File: src/rtl/cdts_pkg.sv
// Shared types, codes and saturation helper for the countdown timer / stopwatch.
`timescale 1ns / 1ps

package cdts_pkg;

    localparam int HOURS_W = 7;
    localparam int MINS_W  = 6;
    localparam int SECS_W  = 6;

    localparam logic [HOURS_W-1:0] MAX_HR = 7'd99;
    localparam logic [MINS_W-1:0]  MAX_SM = 6'd59;
    localparam logic [HOURS_W-1:0] MAX_SM_WIDE = 7'd59;
    localparam logic [HOURS_W-1:0] BIG_STEP   = 7'd10;
    localparam logic [HOURS_W-1:0] SMALL_STEP = 7'd1;

    // Event kinds carried on tuser
    typedef enum logic [2:0] {
        EV_TICK   = 3'd0,
        EV_MODE   = 3'd1,
        EV_START  = 3'd2,
        EV_RESET  = 3'd3,
        EV_ADJUST = 3'd4
    } ev_t;

    // Unit selector for adjust events
    typedef enum logic [1:0] {
        UNIT_SECS  = 2'd0,
        UNIT_MINS  = 2'd1,
        UNIT_HOURS = 2'd2
    } unit_t;

    // Operating mode
    typedef enum logic [1:0] {
        MODE_IDLE      = 2'd0,
        MODE_COUNTDOWN = 2'd1,
        MODE_COUNT_UP  = 2'd2
    } mode_t;

    // One input beat
    typedef struct packed {
        logic [2:0] mode;
        logic [1:0] unit;
        logic       direction;
        logic       big_step;
    } item_t;

    // One result beat, hours in the lowest bits when packed
    typedef struct packed {
        logic              expired;
        logic              running;
        logic [1:0]        run_mode;
        logic [SECS_W-1:0] seconds;
        logic [MINS_W-1:0] minutes;
        logic [HOURS_W-1:0] hours;
    } res_t;

    // Step a unit by one or ten, clamped to 0 and to top
    function automatic logic [HOURS_W-1:0] sat_adj(
        input logic [HOURS_W-1:0] v,
        input logic               up,
        input logic               big,
        input logic [HOURS_W-1:0] top
    );
        logic [HOURS_W-1:0] step;
        logic [HOURS_W:0]   sum;
        logic [HOURS_W-1:0] res;
        step = big ? BIG_STEP : SMALL_STEP;
        sum  = {1'b0, v} + {1'b0, step};
        if (up) begin
            res = (sum > {1'b0, top}) ? top : sum[HOURS_W-1:0];
        end else begin
            res = (v < step) ? '0 : v - step;
        end
        return res;
    endfunction

endpackage

File: src/rtl/cdts_in_stage.sv
// Input register: holds one accepted beat until the result side takes it.
`timescale 1ns / 1ps

module cdts_in_stage (
    input  logic            aclk,
    input  logic            aresetn,
    input  logic            s_tvalid,
    output logic            s_tready,
    input  cdts_pkg::item_t s_item,
    input  logic            pop,
    output logic            item_valid,
    output cdts_pkg::item_t item
);

    logic            valid_reg;
    logic            valid_next;
    cdts_pkg::item_t item_reg;

    // Take a new beat whenever the slot is empty or drains this cycle
    assign s_tready = !valid_reg || pop;

    always_comb begin
        valid_next = valid_reg;
        if (s_tvalid && s_tready) begin
            valid_next = 1'b1;
        end else if (pop) begin
            valid_next = 1'b0;
        end
    end

    always_ff @(posedge aclk) begin
        if (!aresetn) begin
            valid_reg <= 1'b0;
        end else begin
            valid_reg <= valid_next;
        end
    end

    // Capture payload on accept
    always_ff @(posedge aclk) begin
        if (s_tvalid && s_tready) begin
            item_reg <= s_item;
        end
    end

    assign item_valid = valid_reg;
    assign item       = item_reg;

endmodule

File: src/rtl/cdts_engine.sv
// Timer state and the per-event next-state logic.
`timescale 1ns / 1ps

module cdts_engine (
    input  logic            aclk,
    input  logic            aresetn,
    input  logic            upd,
    input  cdts_pkg::item_t item,
    output cdts_pkg::res_t  res
);

    cdts_pkg::mode_t             mode_reg, mode_next;
    logic                        run_reg, run_next;
    logic [cdts_pkg::HOURS_W-1:0] hours_reg, hours_next;
    logic [cdts_pkg::MINS_W-1:0]  mins_reg, mins_next;
    logic [cdts_pkg::SECS_W-1:0]  secs_reg, secs_next;
    logic [cdts_pkg::HOURS_W-1:0] secs_adj;
    logic [cdts_pkg::HOURS_W-1:0] mins_adj;
    logic                        expired;
    logic                        at_zero;
    logic                        at_max;

    assign at_zero = (hours_reg == '0) && (mins_reg == '0) && (secs_reg == '0);
    assign at_max  = (hours_reg == cdts_pkg::MAX_HR) && (mins_reg == cdts_pkg::MAX_SM)
                     && (secs_reg == cdts_pkg::MAX_SM);

    // Saturated adjust of seconds and minutes, widened to the helper's width
    assign secs_adj = cdts_pkg::sat_adj({1'b0, secs_reg}, item.direction,
                                        item.big_step, cdts_pkg::MAX_SM_WIDE);
    assign mins_adj = cdts_pkg::sat_adj({1'b0, mins_reg}, item.direction,
                                        item.big_step, cdts_pkg::MAX_SM_WIDE);

    // Work out the state after this event
    always_comb begin
        mode_next  = mode_reg;
        run_next   = run_reg;
        hours_next = hours_reg;
        mins_next  = mins_reg;
        secs_next  = secs_reg;
        expired    = 1'b0;
        case (item.mode)
            cdts_pkg::EV_TICK: begin
                if (run_reg && mode_reg == cdts_pkg::MODE_COUNTDOWN) begin
                    // Borrow down through seconds, minutes, hours
                    if (!at_zero) begin
                        if (secs_reg != '0) begin
                            secs_next = secs_reg - 1'b1;
                        end else if (mins_reg != '0) begin
                            mins_next = mins_reg - 1'b1;
                            secs_next = cdts_pkg::MAX_SM;
                        end else begin
                            hours_next = hours_reg - 1'b1;
                            mins_next  = cdts_pkg::MAX_SM;
                            secs_next  = cdts_pkg::MAX_SM;
                        end
                    end
                    if (hours_next == '0 && mins_next == '0 && secs_next == '0) begin
                        mode_next = cdts_pkg::MODE_IDLE;
                        run_next  = 1'b0;
                        expired   = 1'b1;
                    end
                end else if (run_reg && mode_reg == cdts_pkg::MODE_COUNT_UP) begin
                    // Carry up, hold at the top of the range
                    if (!at_max) begin
                        if (secs_reg == cdts_pkg::MAX_SM) begin
                            secs_next = '0;
                            if (mins_reg == cdts_pkg::MAX_SM) begin
                                mins_next  = '0;
                                hours_next = hours_reg + 1'b1;
                            end else begin
                                mins_next = mins_reg + 1'b1;
                            end
                        end else begin
                            secs_next = secs_reg + 1'b1;
                        end
                    end
                end
            end
            cdts_pkg::EV_MODE: begin
                run_next = 1'b0;
                case (mode_reg)
                    cdts_pkg::MODE_IDLE:      mode_next = cdts_pkg::MODE_COUNTDOWN;
                    cdts_pkg::MODE_COUNTDOWN: mode_next = cdts_pkg::MODE_COUNT_UP;
                    default:                  mode_next = cdts_pkg::MODE_IDLE;
                endcase
            end
            cdts_pkg::EV_START: begin
                run_next = (mode_reg == cdts_pkg::MODE_IDLE) ? 1'b0 : !run_reg;
            end
            cdts_pkg::EV_RESET: begin
                run_next   = 1'b0;
                hours_next = '0;
                mins_next  = '0;
                secs_next  = '0;
            end
            cdts_pkg::EV_ADJUST: begin
                case (item.unit)
                    cdts_pkg::UNIT_SECS: begin
                        secs_next = secs_adj[cdts_pkg::SECS_W-1:0];
                    end
                    cdts_pkg::UNIT_MINS: begin
                        mins_next = mins_adj[cdts_pkg::MINS_W-1:0];
                    end
                    cdts_pkg::UNIT_HOURS: begin
                        hours_next = cdts_pkg::sat_adj(hours_reg, item.direction,
                                         item.big_step, cdts_pkg::MAX_HR);
                    end
                    default: begin
                        hours_next = hours_reg;
                    end
                endcase
            end
            default: begin
                mode_next = mode_reg;
            end
        endcase
        // Idle mode never runs
        if (mode_next == cdts_pkg::MODE_IDLE) begin
            run_next = 1'b0;
        end
    end

    // State registers advance once per event
    always_ff @(posedge aclk) begin
        if (!aresetn) begin
            mode_reg  <= cdts_pkg::MODE_IDLE;
            run_reg   <= 1'b0;
            hours_reg <= '0;
            mins_reg  <= '0;
            secs_reg  <= '0;
        end else if (upd) begin
            mode_reg  <= mode_next;
            run_reg   <= run_next;
            hours_reg <= hours_next;
            mins_reg  <= mins_next;
            secs_reg  <= secs_next;
        end
    end

    assign res.expired  = expired;
    assign res.running  = run_next;
    assign res.run_mode = mode_next;
    assign res.seconds  = secs_next;
    assign res.minutes  = mins_next;
    assign res.hours    = hours_next;

endmodule

File: src/rtl/countdown_timer_stopwatch_unit.sv
// Countdown timer / stopwatch top level: input register, event engine, result register.
// An accepted beat passes through the input register and then the result register to m_tdata.
// Throughput: one event beat per cycle while m_tready is high; the result register frees as soon as it is taken.
// Back-pressure on m_tready reaches s_tready in the same cycle through the input register.
// Reset (aresetn low, synchronous): idle mode, stopped, count 00:00:00, no beats held.
`timescale 1ns / 1ps

module countdown_timer_stopwatch_unit (
    input  logic        aclk,
    input  logic        aresetn,
    input  logic        s_tvalid,
    output logic        s_tready,
    input  logic [7:0]  s_tdata,   // [1:0] unit, [2] direction, [3] big_step, [7:4] zero
    input  logic [2:0]  s_tuser,   // [2:0] mode (event kind)
    output logic        m_tvalid,
    input  logic        m_tready,
    output logic [23:0] m_tdata    // [6:0] hours, [12:7] minutes, [18:13] seconds,
                                   // [20:19] run_mode, [21] running, [22] expired, [23] zero
);

    cdts_pkg::item_t s_item;
    cdts_pkg::item_t item;
    cdts_pkg::res_t  res;
    cdts_pkg::res_t  res_reg;
    logic            item_valid;
    logic            out_ready;
    logic            upd;
    logic            m_valid_reg;
    logic            m_valid_next;

    // Unpack the input beat
    assign s_item.mode      = s_tuser;
    assign s_item.unit      = s_tdata[1:0];
    assign s_item.direction = s_tdata[2];
    assign s_item.big_step  = s_tdata[3];

    // Result slot is free when empty or being taken
    assign out_ready = !m_valid_reg || m_tready;
    assign upd       = item_valid && out_ready;

    cdts_in_stage u_in (
        .aclk       (aclk),
        .aresetn    (aresetn),
        .s_tvalid   (s_tvalid),
        .s_tready   (s_tready),
        .s_item     (s_item),
        .pop        (out_ready),
        .item_valid (item_valid),
        .item       (item)
    );

    cdts_engine u_engine (
        .aclk    (aclk),
        .aresetn (aresetn),
        .upd     (upd),
        .item    (item),
        .res     (res)
    );

    // Result register
    always_comb begin
        m_valid_next = m_valid_reg;
        if (out_ready) begin
            m_valid_next = item_valid;
        end
    end

    always_ff @(posedge aclk) begin
        if (!aresetn) begin
            m_valid_reg <= 1'b0;
        end else begin
            m_valid_reg <= m_valid_next;
        end
    end

    always_ff @(posedge aclk) begin
        if (upd) begin
            res_reg <= res;
        end
    end

    assign m_tvalid = m_valid_reg;
    assign m_tdata  = {1'b0, res_reg};

    // Expiry always leaves the block idle, stopped and at zero
    a_expired_idle: assert property (@(posedge aclk) disable iff (!aresetn)
        m_valid_reg && res_reg.expired |->
            res_reg.run_mode == cdts_pkg::MODE_IDLE && !res_reg.running
            && res_reg.hours == '0 && res_reg.minutes == '0 && res_reg.seconds == '0)
        else $error("expired result not idle at zero");

    // A running result is never in idle mode
    a_run_not_idle: assert property (@(posedge aclk) disable iff (!aresetn)
        m_valid_reg && res_reg.running |-> res_reg.run_mode != cdts_pkg::MODE_IDLE)
        else $error("running flag set in idle mode");

    // Count fields stay within their ranges
    a_count_range: assert property (@(posedge aclk) disable iff (!aresetn)
        m_valid_reg |-> res_reg.hours <= cdts_pkg::MAX_HR
            && res_reg.minutes <= cdts_pkg::MAX_SM && res_reg.seconds <= cdts_pkg::MAX_SM)
        else $error("count field out of range");

    // A held input beat is not dropped while the result side stalls
    a_hold_item: assert property (@(posedge aclk) disable iff (!aresetn)
        item_valid && !out_ready |=> item_valid)
        else $error("input beat lost under back-pressure");

endmodule

File: config.mk
export PLATFORM = sky130hd
export DESIGN_NAME = countdown_timer_stopwatch_unit
export DESIGN_NICKNAME = d
export VERILOG_FILES = /design/src/rtl/cdts_pkg.sv /design/src/rtl/cdts_in_stage.sv /design/src/rtl/cdts_engine.sv /design/src/rtl/countdown_timer_stopwatch_unit.sv
export SDC_FILE = /design/constraint.sdc
export NUM_CORES = 1
export LEC_CHECK = 0
export ABC_AREA = 1
export BUFFER_PORTS_ARGS = -buffer_cell sky130_fd_sc_hd__buf_2
export CAP_MARGIN = 15
export CORE_ASPECT_RATIO = 0.6
export CORE_MARGIN = 5
export CORE_UTILIZATION = 45
export DETAILED_ROUTE_END_ITERATION = 12
export GPL_ROUTABILITY_DRIVEN = 0
export GPL_TIMING_DRIVEN = 0
export SLEW_MARGIN = 5
export SYNTH_ARGS = -nofsm -noshare
export SYNTH_HDL_FRONTEND = slang
export SYNTH_SLANG_ARGS = --single-unit
File: constraint.sdc
create_clock -name aclk -period 2.8 [get_ports aclk]
set_clock_uncertainty 0.15 [all_clocks]
set_input_delay 0.14 -clock aclk [delete_from_list [all_inputs] [get_ports aclk]]
set_output_delay 0.14 -clock aclk [all_outputs]
set_load 0.02 [all_outputs]
==> results.yml, run 1 <==
clock_network:
  htreeDepth: 2
  clock_path_buffers: 2
  insertion_delay_ps: 300
  ctsRootBufferMaster: "clkbuf_16"
  cts_tree: "done"
  cts_sinks: 54
  clk_transition_reported_paths_ps: 70
  cts_buffers: 5
detailed_routing:
  avgRoutedWirePerCell_um: 18.0
  viasPerCell: 5.71
  drc: 0
  drtIter0Drc: 882
  ant_nets: 0
  via_count: 6010
  wirelength_um: 18900
  dr.pass1.iters: 6
timing:
  layout_min_cycle_time_ps: 2840
  hold_viol: 0
  finalCritPeriodShare_pct: 101
  rsz0062_at_grt: "true"
  finalSetupViolations: 7
  timing.fmax_mhz: 352
  maxSlewViolCount: 0
  max_slew_margin_pct: 40.0
  tightest_slew_ps: 897
  setup_slack_ps: -38.7
global_routing:
  met1_usage_pct: 39.3
  antenna_found_initial: 0
  grt_busiest_layer: "met1"
  grt_max_degree: 33
  use_met2_pct: 37.2
  track_usage_pct: 25.8
  grt_pass1_vias: 5375
  grt_pass1_wl_um: 28800
  grt-ovfl-total: 0
  grtUsageMet3_pct: 5.23
synthesis:
  netlist.area_leader.share_pct: 16.6
  yosysMostFrequentCell: "nand2_1"
  ys_types: 46
  synth-seq-cells: 54
  synth_top_cell_by_area: "edfxtp_1"
  synth_nets: 857
  seq_area_frac_synth_pct: 25.5
  synth.avg_cell_area_um2: 6.69
  netlist_area_um2: 5420
  synth-main-ff-cell: "edfxtp_1"
  syn_inst: 811
  synth_top_cells_by_count: "nand2_1, inv_1, nand3_1"
  synth_edf_count: 30
  synth-async-reset-ratio_pct: 0
  synthTopCellsByArea: "edfxtp_1, nand2_1, dfxtp_1"
  yosysWarnings: 0
setup_path:
  r2r_end: "u_engine.secs_reg[2]$_SDFFE_PN0P_"
  cp_slowest_cell: "edfxtp_1"
  critPathTopFamily: "simple AND/OR/NAND/NOR gates"
  startpoint_type: "flop"
  end_kind: "flop"
  ff2ff_setup_slack_ps: -40
  critical_path.cell_chain: "clkinvlp_4, buf_6, buf_12, ha_4, inv_1, fa_2, nor2_2, nor2_1, nor2_1, nand3_1, inv_2, a211oi_1, nand2_1, nand2_1, nand2_1, nand3_2, o21ai_1, inv_1"
  crit_path_max_incr_delay_ps: 430
  crit_arrival_ps: 2890
  cpMostUsedCell: "nand2_1"
  reg2reg_from: "u_in.item[0]$_DFFE_PP_"
  r2r_cells: 18
  path_class: "reg -> reg"
  required_ps: 2850
  path_max_fanout: 6
  cp_num_buf_inv: 6
floorplan:
  core_um2: 11900
  die_w_um: 152
  ios: 41
  die_h_um: 95.0
  rows: 31
  initial_utilization_pct: 45.6
  die_area_um2: 14400
layout:
  finalInstanceArea_um2: 6670
  areaGrowthSynthToFinish_pct: 22.9
  stdcell_count: 1052
  largest_register_ffs: 23
  nNetsFinal: 932
  n_antenna_cell: 0
  drive_gt1_share_pct: 24.6
  fill_cells: 1141
outcome:
  run_status: "complete, but fails checks"
  violations: "negative setup slack"
worst_hold_path:
  min_from: "m_tvalid$_SDFFE_PN0P_"
  hold_path.class: "reg -> reg"
  whs_path_depth: 2
  whs_endpoint: "m_tvalid$_SDFFE_PN0P_"
place:
  placed_area_um2: 5810
  dp_cells: 1011
  port_buffers: 35
  hpwlAfterDp_um: 13700
pwr:
  power_density_nw_per_um2: 410
  p_leak_nw: 3.04
  irDropWorstVdd_mv: 0.236
run:
  max_cap_viol_count: 0
worst max path at each step:
stage	start	end	cells past startpoint	slack (ps)
finish	u_in.item[0]$_DFFE_PP_	u_engine.secs_reg[2]$_SDFFE_PN0P_	18	-40
global placement	u_in.item[0]$_DFFE_PP_	m_tdata[2]$_DFFE_PP_	12	-910
CTS	u_in.item[0]$_DFFE_PP_	u_engine.mins_reg[2]$_SDFFE_PN0P_	14	-5
detailed placement	u_in.item[0]$_DFFE_PP_	u_engine.mins_reg[2]$_SDFFE_PN0P_	13	-1070
global route	u_in.item[0]$_DFFE_PP_	u_engine.hours_reg[1]$_SDFFE_PN0P_	17	-170
floorplan	u_in.item[0]$_DFFE_PP_	u_engine.mins_reg[2]$_SDFFE_PN0P_	13	-190
cells by family (layout without fill, tap and decap cells):
group	after synthesis	count (layout)	share of synthesized area (%)
fa+ha+maj	31	31	7.98
other cells	1	1	0.0691
buf+inv	137	213	10.6
flops	54	54	25.5
xor+xnor	14	14	2.26
compound gates	158	158	15.9
simple gates	416	416	37.8
layout by cell type, fill, tap and decap left out, types with 4 or more instances in the layout:
cell type,count
ha_4,9
nor2_4,9
inv_2,14
dfxtp_4,4
fa_2,6
inv_1,86
buf_6,7
nor2_2,7
nand4_1,21
clkbuf_1,14
xor2_2,4
nand2_1,186
nand3_2,17
nor3_2,4
o21ai_1,24
o21ai_0,33
nand3_4,5
buf_2,42
nand2_2,21
nor2_8,5
edfxtp_1,30
dfxtp_1,18
nand3_1,70
o21ai_2,8
ha_1,15
o211ai_1,12
clkbuf_16,5
buf_4,22
dlygate4sd3_1,10
nor2_1,52
or2_2,4
nor3_1,9
a21oi_1,65
xor2_1,7
worst reg2reg max path: cells and delay by family, from the launching register on:
family,cells,cell delay (ps)
and+or+nand+nor,8,820
buffers and inverters,6,630
adders and majority gates,2,490
DFF,1,430
AOI/OAI and AO/OA,2,220
power breakdown:
part	leakage, nW	internal (mW)	switching [mW]
Clock	0.0759	0.342	0.315
Sequential	0.492	0.893	0.0606
Combinational	2.47	0.392	0.728
metal layers:
layer / up-vias / part of all wire (%)
li1: 2858 / -
met1: 2772 / 46
met2: 343 / 41
met3: 37 / 11
met4: 0 / 2.0
met5: - / 0
cell type report:
type / count / area (um^2) / area share (%)
Inverter: 107 / 422 / 6.33
Sequential cell: 54 / 1400 / 21.0
Timing Repair Buffer: 68 / 475 / 7.13
Clock buffer: 5 / 125 / 1.88
Buffer: 30 / 170 / 2.55
Multi-Input combinational cell: 620 / 3840 / 57.6
Tap cell: 165 / 206 / 3.10
Clock inverter: 3 / 28.8 / 0.432
repair_timing:
| action | 4_1_cts | 5_1_grt |
|---|---|---|
| gates resized for setup | 30 | 92 |
| pin swaps | 7 | 56 |
| buffers inserted | 7 | 17 |
| hold buffers | 10 | 0 |
| endpoints found under the hold margin | 11 | 0 |
| endpoints found under the setup margin | 42 | 41 |
metrics by stage:
step / util [%] / setup WS, ps / hold WS (ps) / power (mW) / setup TNS (ps)
2_1_floorplan: - / -187 / 88.9 / 1.66 / -2720
3_3_place_gp: 48.8 / -913 / 166 / 1.89 / -30320
3_5_place_dp: 48.8 / -1070 / 168 / 1.91 / -32380
4_1_cts: 52.1 / -5.26 / 365 / 2.61 / -10.5
5_1_grt: 56.0 / -166 / 391 / 2.89 / -2130
6_report: 56.0 / -38.7 / 360 / 2.73 / -113
Note: power is estimated with default switching activity, not from simulation.
==> inputs of run 2 (changes only) <==
Settings changed: CORE_ASPECT_RATIO 0.6 to not set.
==> run 2 against run 1 <==
Highest routed layer unchanged. Critical path type unchanged. The flow still finishes with violations (negative setup slack). Global-route usage down 0.47 points. Critical path depth down 3. Power fell by 1.6%. Largest power group unchanged. Sequential share of layout area increased by 0.53 points. Design area decreased by 3.2%. Largest cell class unchanged. Maximum frequency is 5.8% lower.
==> results.yml, run 2 (synthesis gave the netlist of run 1 again) <==
outcome:
  run_status: "complete, but fails checks"
  violations: "negative setup slack"
place:
  placed_area_um2: 5780
  dp_cells: 993
  hpwlAfterDp_um: 13200
  port_buffers: 35
clock_network:
  cts_sinks: 54
  clock_path_buffers: 2
  htreeDepth: 2
  cts_tree: "done"
  cts_buffers: 5
  insertion_delay_ps: 300
  clk_transition_reported_paths_ps: 80
  ctsRootBufferMaster: "clkbuf_16"
setup_path:
  critical_path.cell_chain: "clkinvlp_4, buf_8, ha_4, fa_2, xor2_1, o21bai_1, nand4_1, nand2_1, nand3_2, nand2_1, nand2_1, nand2_2, nand3_2, o21ai_2, inv_1"
  required_ps: 2850
  path_max_fanout: 5
  crit_arrival_ps: 3070
  cp_slowest_cell: "edfxtp_1"
  crit_path_max_incr_delay_ps: 500
  cpMostUsedCell: "nand2_1"
  end_kind: "flop"
  startpoint_type: "flop"
  path_class: "reg -> reg"
timing:
  rsz0062_at_grt: "true"
  max_slew_margin_pct: 40.9
  hold-worst-slack_ps: 387
  timing.fmax_mhz: 332
  hold_viol: 0
  finalCritPeriodShare_pct: 108
  layout_min_cycle_time_ps: 3010
  setup_slack_ps: -215
  maxSlewViolCount: 0
  finalSetupViolations: 34
  tightest_slew_ps: 883
layout:
  nNetsFinal: 930
  drive_gt1_share_pct: 22.7
  layout_common_cells: "nand2_1, inv_1, nand3_1"
  largest_register_ffs: 23
  multi_input_area_um2: 3710
  postLayoutCoreUtil_pct: 54.1
  n_antenna_cell: 0
  ff_latch_area_um2: 1390
  fill_cells: 1170
  stdcell_count: 1032
  finalInstanceArea_um2: 6450
  areaGrowthSynthToFinish_pct: 18.9
  layout_commonest_cell: "nand2_1"
pwr:
  irDropWorstVdd_mv: 0.298
  power_density_nw_per_um2: 416
  p_leak_nw: 3.00
  power_mw: 2.69
detailed_routing:
  drc: 0
  via_count: 6012
  wirelength_um: 18800
  avgRoutedWirePerCell_um: 18.2
  ant_nets: 0
  drtIter0Drc: 757
  dr.pass1.iters: 5
  viasPerCell: 5.83
global_routing:
  antenna_found_initial: 0
  track_usage_pct: 25.4
  grt-ovfl-total: 0
  grt_pass1_vias: 5784
  grt_pass1_wl_um: 28900
  grt_max_degree: 33
floorplan:
  die_area_um2: 14300
  core_um2: 11900
  initial_utilization_pct: 45.5
  die_h_um: 120
  rows: 40
  die_w_um: 120
  ios: 41
run:
  max_cap_viol_count: 0
worst_hold_path:
  hold_path.class: "reg -> reg"
-- run 2: cell count changes in the layout (fill, tap and decap cells not counted), sizes merged --
cell	previous run	this run
buf	74	71
clkbuf	19	20
inv	105	104
nand3	92	93
-- run 2: metal layers --
| metal | wire length [um] | track usage (%) |
|---|---|---|
| met5 | 0 | 0 |
| met4 | 966 | 13.7 |
| met3 | 1500 | 5.00 |
| met2 | 8740 | 41.6 |
| met1 | 7560 | 31.4 |
-- run 2: layout make-up --
type                            count  area share [%]
Sequential cell                    54            21.5
Multi-Input combinational cell    621            57.5
Clock buffer                        6            2.00
Buffer                             30            2.64
Timing Repair Buffer               65            6.83
Tap cell                          147            2.85
Inverter                          107            6.48
Clock inverter                      2           0.213
-- run 2: worst paths after layout --
kind,startpoint,to,slack (ps),depth (start not counted)
worst max-delay path,u_in.item[0]$_DFFE_PP_,u_engine.secs_reg[2]$_SDFFE_PN0P_,-210,15
worst min-delay path,m_tvalid$_SDFFE_PN0P_,m_tvalid$_SDFFE_PN0P_,390,2
worst max register to register,u_in.item[0]$_DFFE_PP_,u_engine.secs_reg[2]$_SDFFE_PN0P_,-210,15
worst min register to register,m_tvalid$_SDFFE_PN0P_,m_tvalid$_SDFFE_PN0P_,390,2
-- run 2: critical path: cells and delay by family (launching register included) --
kind / cells / cell delay, ps
AND/OR/NAND/NOR: 7 / 690
adder cells (fa/ha/maj): 2 / 580
flip-flops: 1 / 500
buffers and inverters: 3 / 380
AO/OA/AOI/OAI: 2 / 300
XOR/XNOR: 1 / 300
-- run 2: report_power, final --
| group | leakage, nW | switching (mW) | internal, mW | total (mW) |
|---|---|---|---|---|
| Sequential | 0.491 | 0.0586 | 0.894 | 0.953 |
| Combinational | 2.44 | 0.708 | 0.377 | 1.09 |
| Clock | 0.0712 | 0.313 | 0.335 | 0.648 |
-- run 2: stage by stage --
step                setup WS, ps  setup TNS (ps)
floorplan                   -187           -2720
detailed placement         -1190          -38900
CTS                         -156           -2440
global placement           -1200          -36640
global route                -367           -9020
finish                      -215           -4130
-- run 2: timing repair --
item | 4_1_cts | 5_1_grt
gates cloned | 0 | 1
hold endpoints to repair | 11 | 0
buffers inserted | 12 | 8
pin swaps | 14 | 20
resized for setup | 48 | 42
hold buffers | 10 | 0
endpoints found under the setup margin | 43 | 42
